<file path="src/rtl/core/mdps_pkg.sv">
// ----------------------------------------------------------------------------
// mdps_pkg: shared definitions of the minimum-distance point suppressor
// Register indexes, register widths and reset values, and the status
// record that the distance unit hands to the sequencer.
// ----------------------------------------------------------------------------
`timescale 1ns / 1ps

package mdps_pkg;

  // Default sizing of the kept-point store and of the coordinates.
  localparam int DEF_MAX_POINTS = 256;
  localparam int DEF_COORD_BITS = 12;

  // Configuration port layout.
  localparam int CFG_IDX_W  = 2;
  localparam int CFG_DATA_W = 25;

  // Register indexes.
  localparam logic [CFG_IDX_W-1:0] REG_MIN_DIST_SQ = 2'd0;
  localparam logic [CFG_IDX_W-1:0] REG_MAX_COUNT   = 2'd1;

  // Register widths and reset values.
  localparam int THR_W   = 25;
  localparam int LIMIT_W = 9;
  localparam logic [THR_W-1:0]   MIN_DIST_SQ_RESET = 25'd100;
  localparam logic [LIMIT_W-1:0] MAX_COUNT_RESET   = 9'd200;

  // Width of the slot field of a result item.
  localparam int SLOT_W = 8;

  // Status of the distance unit, seen by the sequencer every cycle.
  typedef struct packed {
    logic valid;  // a compare result is present this cycle
    logic near;   // that point lies closer than the threshold
    logic busy;   // some compare is still inside the unit
  } dist_stat_t;

endpackage

</file>
<file path="src/rtl/core/mdps_dist_unit.sv">
// ----------------------------------------------------------------------------
// mdps_dist_unit: shared squared-distance compare
// Two-stage pipeline: absolute differences and squares, then the sum and
// the compare against the threshold. One kept point enters per cycle.
// ----------------------------------------------------------------------------
`timescale 1ns / 1ps

module mdps_dist_unit #(
  parameter int COORD_BITS = 12
) (
  input  logic                        clk,
  input  logic                        rst,
  input  logic                        flush,
  input  logic                        in_valid,
  input  logic [COORD_BITS-1:0]       px,
  input  logic [COORD_BITS-1:0]       py,
  input  logic [COORD_BITS-1:0]       kx,
  input  logic [COORD_BITS-1:0]       ky,
  input  logic [mdps_pkg::THR_W-1:0]  thr,
  output mdps_pkg::dist_stat_t        stat
);

  import mdps_pkg::*;

  localparam int SQ_W  = 2 * COORD_BITS;
  localparam int SUM_W = SQ_W + 1;
  localparam int CMP_W = (SUM_W > THR_W) ? SUM_W : THR_W;

  logic [COORD_BITS-1:0] dx;
  logic [COORD_BITS-1:0] dy;
  logic [SQ_W-1:0]       sq_x;
  logic [SQ_W-1:0]       sq_y;
  logic                  s1_valid;
  logic [SUM_W-1:0]      sum;
  logic                  s2_valid;
  logic                  s2_near;

  // Absolute coordinate differences.
  always_comb begin
    dx = (px >= kx) ? (px - kx) : (kx - px);
    dy = (py >= ky) ? (py - ky) : (ky - py);
  end

  // Stage one: the two squares.
  always_ff @(posedge clk) begin
    sq_x <= SQ_W'(dx) * SQ_W'(dx);
    sq_y <= SQ_W'(dy) * SQ_W'(dy);
  end

  // Stage two: sum and compare against the threshold.
  assign sum = SUM_W'(sq_x) + SUM_W'(sq_y);

  always_ff @(posedge clk) begin
    s2_near <= CMP_W'(sum) < CMP_W'(thr);
  end

  // Valid flags of both stages, dropped on a flush.
  always_ff @(posedge clk) begin
    if (rst || flush) begin
      s1_valid <= 1'b0;
      s2_valid <= 1'b0;
    end else begin
      s1_valid <= in_valid;
      s2_valid <= s1_valid;
    end
  end

  assign stat.valid = s2_valid;
  assign stat.near  = s2_near;
  assign stat.busy  = s1_valid | s2_valid;

endmodule

</file>
<file path="config.mk">
export PLATFORM = sky130hd
export DESIGN_NAME = mdps_dist_unit
export DESIGN_NICKNAME = d
export VERILOG_FILES = /design/src/rtl/core/mdps_pkg.sv /design/src/rtl/core/mdps_dist_unit.sv
export SDC_FILE = /design/constraint.sdc
export NUM_CORES = 1
export LEC_CHECK = 0
export ABC_AREA = 1
export ABC_CLOCK_PERIOD_IN_PS = 6000
export BUFFER_PORTS_ARGS = -buffer_cell sky130_fd_sc_hd__buf_2
export CAP_MARGIN = 10
export CORE_MARGIN = 1.5
export CORE_UTILIZATION = 30
export DETAILED_ROUTE_END_ITERATION = 10
export GPL_ROUTABILITY_DRIVEN = 0
export HOLD_SLACK_MARGIN = 0.08
export PLACE_DENSITY = 0.47
export REMOVE_ABC_BUFFERS = 1
export SYNTH_ARGS = -nofsm -noshare
export SYNTH_HDL_FRONTEND = slang
export SYNTH_SLANG_ARGS = --single-unit
</file>
<file path="constraint.sdc">
create_clock -name clk -period 6 [get_ports clk]
set_clock_uncertainty 0.2 [all_clocks]
set_input_delay 0.6 -clock clk [delete_from_list [all_inputs] [get_ports clk]]
set_output_delay 0.6 -clock clk [all_outputs]
set_load 0.01 [all_outputs]
</file>
==> results of run 1 <==
## Yosys cell counts (2+ instances only)
cell type	count	area share (%)
nand2_2	21	0.95
a21boi_0	3	0.16
nand3_2	2	0.14
o211ai_1	2	0.11
nor3_1	13	0.47
ha_1	205	19
and2_1	2	0.090
o21ai_1	9	0.33
clkinv_1	2	0.054
inv_1	447	12
nand3_1	87	3.1
inv_2	24	0.65
nor2_2	15	0.68
nor2_4	10	0.81
o21ai_2	4	0.25
dfxtp_1	49	7.1
nand4_1	27	1.2
o21ai_0	37	1.3
nand2_4	6	0.49
xnor2_1	15	0.95
buf_2	8	0.29
nor3b_1	3	0.16
fa_1	163	24
inv_4	2	0.090
xor2_1	58	3.7
o21a_1	2	0.11
buf_4	6	0.33
nor2_1	176	4.8
clkbuf_1	4	0.11
a21o_1	7	0.38
buf_6	7	0.57
o21bai_1	10	0.54
nand2_1	428	12
a211oi_1	3	0.16
or2_2	3	0.14
a21oi_1	97	3.5
## per-stage QoR
step	setup slack, ns	utilization [%]	hold WS, ns	cells	instance area [um2]
6_report	-0.162	44.4	0.266	3030	20200
5_1_grt	-0.415	44.4	0.268	3030	20200
4_1_cts	-0.181	41.7	0.266	3002	18900
3_5_place_dp	-0.910	38.2	0.264	2955	17400
3_3_place_gp	-0.831	38.2	0.254	2955	17400
2_1_floorplan	-0.527	-	0.247	1938	13700
## how the worst max path moves through the flow
| stage | to | slack, ns | cells past startpoint | startpoint |
|---|---|---|---|---|
| floorplan | sq_y[17] | -0.53 | 30 | py[0] |
| global placement | sq_x[15] | -0.83 | 32 | px[0] |
| detailed placement | sq_x[15] | -0.91 | 31 | px[0] |
| CTS | sq_x[17] | -0.18 | 33 | px[0] |
| global route | sq_x[17] | -0.41 | 36 | px[0] |
| finish | sq_x[17] | -0.16 | 32 | px[0] |
## routing by layer
| metal | track usage, % | vias to the layer above |
|---|---|---|
| li1 | - | 6916 |
| met3 | 1.02 | 35 |
| met4 | 3.03 | 0 |
| met1 | 21.8 | 6157 |
| met2 | 27.4 | 159 |
| met5 | 0 | - |
## state kept, by name, indices dropped and copies added, names as in the netlist
| register | cells |
|---|---|
| s1_valid | 1 |
| s2_near | 1 |
| s2_valid | 1 |
| sq_x | 23 |
| sq_y | 23 |
## cell families (layout without fill, tap and decap cells)
group	after synthesis	after routing	share of synthesized area (%)
adders and majority gates	368	368	42.1
and+or+nand+nor	795	796	24.8
AOI/OAI and AO/OA	178	178	7.16
buffers and inverters	501	966	14.2
xor gates and xnor gates	73	73	4.62
DFF	49	49	7.08
## repair_timing
| item | 4_1_cts | 5_1_grt |
|---|---|---|
| gates cloned | 1 | 0 |
| setup buffers | 38 | 31 |
| resized for setup | 271 | 285 |
| hold endpoints to repair | 0 | 0 |
| setup endpoints to repair | 29 | 30 |
| pin swaps | 90 | 135 |
## cell type report
cell class	instances	share of cell area (%)
multi-input cells	1415	63.2
repair buffers	483	18.4
inverters	475	9.09
flip-flops and latches	49	4.86
well taps	600	3.72
clock buffers	5	0.620
clock inverters	3	0.124
==> qor.txt, run 1 <==
Outcome - complete, but fails checks
Failing checks - negative setup slack
DR vias - 13300
Crit path top cell by count - fa_1
Mapped Area - 13900 um2
Clock-pin slew on the worst setup and hold paths - 0.07 ns
TNS Setup - -0.895 ns
Sequential area share after synthesis - 7.08%
DRT Wirelength - 38.1 mm
Worst-Margin Slew - 0.412 ns
Via/cell ratio - 4.38
Area of the multi-input gates - 12800 um2
Met2 WL post-DR - 18.2 mm
Min-delay src - s1_valid
Distinct cells, synth - 43
R2r setup slk - 2.77 ns
CP required - 5.98 ns
Remaining DRCs - 0
Max Used Layer - met4
Cell count after synthesis - 1964
Post-DP HPWL - 32.7 mm
Crit path arrival time - 6.14 ns
Setup slack after layout - -0.162 ns
Initial antenna violation count - 0
Routed length on met3 - 778 um
Pin count of the biggest net entering global routing - 18
Die Width - 218 um
Root Driver - clkbuf_16
Synth Area per Inst - 7.05 um2
Slew Viols, Final - 0
TritonCTS Buffers - 5
Die area - 47500 um2
H-tree Lvls - 2
RSZ-0062 raised after global routing - yes
Synth Register Bits - 49
Post-synth EDFFs - 0
CP Buf/Inv Count - 11
Nets - 2874
Max-cap viol count - 0
Die Span Y - 218 um
Hold path endpoint - s2_valid
# rows - 78
First DRT Iteration DRCs - 354
Global-route wire length before repair - 62.7 mm
Crit path time final - 6.16 ns
Ys Warns - 0
DR WL/cell - 12.6 um
Critical path's slowest cell - fa_1
Worst setup EP type - register
GRT Util Overall - 15.9%
Post-synthesis async set-or-reset flop share - 0%
Worst Hold Class - register to register
Pre-Repair DR Iteration Count - 5
Reg-to-Reg Start - sq_x[3]
CTS tree - built
Upper clock frequency limit - 0.162 GHz
Vias in the first global route - 13400
CTS Buffer Depth - 2
Post-route ant nets - 0
Most used DFF post-synth - dfxtp_1
Slew HR - 72.3%
Fillers - 4670
Max stage delay on crit path - 0.57 ns
Crit share post-route - 103%
Finish-stage setup viols - 12
Most frequent cells in the layout - 389 x inv_1, 348 x buf_4, 312 x nand2_1, 157 x ha_1, 141 x fa_1
Worst hold path depth - 1
Register Area - 981 um2
Class of the most critical setup path - input pin to register
Clk_lat worst skew - 0.30 ns
Port Buffers - 79
Final Hold Violating Endpoints - 0
ANT cells - 0
Critical path fanouts, max - 7
# clock sinks - 49
CP delay by family, top - adder cells
Core box area - 45500 um2
Boundary pin count - 80
R2R Path End - s2_near
Starting Density - 30.5%
Area grow syn2layout - 45.8%
R2R depth - 15
Crit start category - input pin
Overflow after GRT - 0
Hold buffers post-CTS - 0
Most common cell after layout, fill and taps aside - inv_1
Proportion of layout cells with a drive suffix above 1 - 39.1%
Wl on met1 - 18.5 mm
Power of run 1 is not shown: default switching activity piles up to over one toggle a cycle in this logic, so the estimate is an artifact.
==> run 2, diff against run 1 <==
--- a/config.mk
+++ b/config.mk
@@ -7,7 +7,7 @@
 export LEC_CHECK = 0
 export ABC_AREA = 1
 export ABC_CLOCK_PERIOD_IN_PS = 6000
-export BUFFER_PORTS_ARGS = -buffer_cell sky130_fd_sc_hd__buf_2
+export BUFFER_PORTS_ARGS = -buffer_cell sky130_fd_sc_hd__clkbuf_2
 export CAP_MARGIN = 10
 export CORE_MARGIN = 1.5
 export CORE_UTILIZATION = 30
==> run 2 against run 1 <==
Net effect: the run still ends with negative setup slack left; highest routed layer unchanged; register-to-register slack got worse by 0.03 ns; core utilization is 0.20 points lower; count of clock-buffer cells in the layout unchanged; worst hold slack better by 0.0037 ns; largest cell class unchanged.
==> qor.txt, run 2 (synthesized netlist as in run 1, its figures left out) <==
Die Width - 218 um
DRT Wirelength - 37.7 mm
Clock-pin slew on the worst setup and hold paths - 0.07 ns
Final Hold Violating Endpoints - 0
Max-cap viol count - 0
# rows - 78
Pin count of the biggest net entering global routing - 18
Worst-Margin Slew - 0.448 ns
Crit path time final - 6.25 ns
Most frequent cells in the layout - 397 x inv_1, 364 x buf_4, 329 x nand2_1, 162 x ha_1, 146 x fa_1
Crit path arrival time - 6.24 ns
Port Buffers - 79
Most common cell after layout, fill and taps aside - inv_1
DR WL/cell - 12.4 um
CTS tree - built
Clk_lat worst skew - 0.29 ns
Finish-stage setup viols - 18
# clock sinks - 49
Upper clock frequency limit - 0.160 GHz
Nets - 2885
Critical path's slowest cell - fa_1
Area grow syn2layout - 45.1%
Failing checks - negative setup slack
Worst hold path depth - 1
Core box area - 45500 um2
Boundary pin count - 80
Starting Density - 30.5%
ANT cells - 0
Global-route wire length before repair - 63.0 mm
First DRT Iteration DRCs - 404
DR vias - 13400
Class of the most critical setup path - input pin to register
Final Core Density - 44.2%
Pre-Repair DR Iteration Count - 6
Outcome - complete, but fails checks
Vias in the first global route - 13500
Critical path fanouts, max - 5
Max stage delay on crit path - 0.55 ns
CTS Buffer Depth - 2
Crit start category - input pin
Die Span Y - 218 um
Worst Hold Class - register to register
Overflow after GRT - 0
Slew Viols, Final - 0
Via/cell ratio - 4.40
Remaining DRCs - 0
Setup slack after layout - -0.249 ns
H-tree Lvls - 2
GRT Util Overall - 15.8%
Hold buffers post-CTS - 0
Root Driver - clkbuf_16
Die area - 47500 um2
Initial antenna violation count - 0
Slew HR - 69.9%
R2R depth - 17
Post-route ant nets - 0
Crit share post-route - 104%
Largest registers - sq_x (23), sq_y (23)
CP required - 5.99 ns
Post-DP HPWL - 32.4 mm
TritonCTS Buffers - 5
Proportion of layout cells with a drive suffix above 1 - 38.2%
RSZ-0062 raised after global routing - yes
Worst setup EP type - register
## run 2: per-stage QoR
stage | worst slack (ns) | hold WS (ns) | cells | cell area, um2 | setup TNS, ns
global placement | -0.797 | 0.255 | 2958 | 17400 | -17.30
finish | -0.249 | 0.270 | 3041 | 20100 | -2.62
CTS | -0.194 | 0.268 | 3003 | 18800 | -1.21
detailed placement | -0.917 | 0.266 | 2958 | 17400 | -18.49
global route | -0.513 | 0.284 | 3041 | 20100 | -8.16
floorplan | -0.527 | 0.247 | 1938 | 13700 | -9.06
## run 2: metal layers
layer | global-route usage (%) | vias to the layer above | wire length [um]
li1 | - | 6936 | -
met1 | 21.8 | 6281 | 18500
met2 | 27.7 | 151 | 18100
met3 | 0.767 | 26 | 693
met4 | 2.11 | 0 | 383
met5 | 0 | - | 0
## run 2: critical path: cells and delay by family
family,cells,cell delay [ns]
adders and majority gates,8,3.30
and+or+nand+nor,13,1.01
buffers and inverters,13,0.95
AOI/OAI and AO/OA,1,0.20
xor gates and xnor gates,1,0.18
## run 2: final timing paths
path,startpoint,end,slack (ns)
max reg2reg,sq_x[3],s2_near,2.74
max,px[0],sq_x[21],-0.25
min,s1_valid,s2_valid,0.27
min reg2reg,s1_valid,s2_valid,0.27
## run 2: what timing repair did
item,in CTS,in global routing
resized for setup,233,285
setup endpoints to repair,29,29
buffers inserted,38,38
gates cloned,1,2
pin swaps,90,140
## run 2: area by class of cell
class | instances | area, um2
Multi-Input combinational cell | 1416 | 12700
Timing Repair Buffer | 492 | 3720
Inverter | 475 | 1840
Clock buffer | 5 | 125
Sequential cell | 49 | 981
Clock inverter | 3 | 25.0
Tap cell | 600 | 751
Fill cell | 4633 | 25400
Timing Repair inverter | 1 | 6.26
Power of run 2 is left out for the same reason.
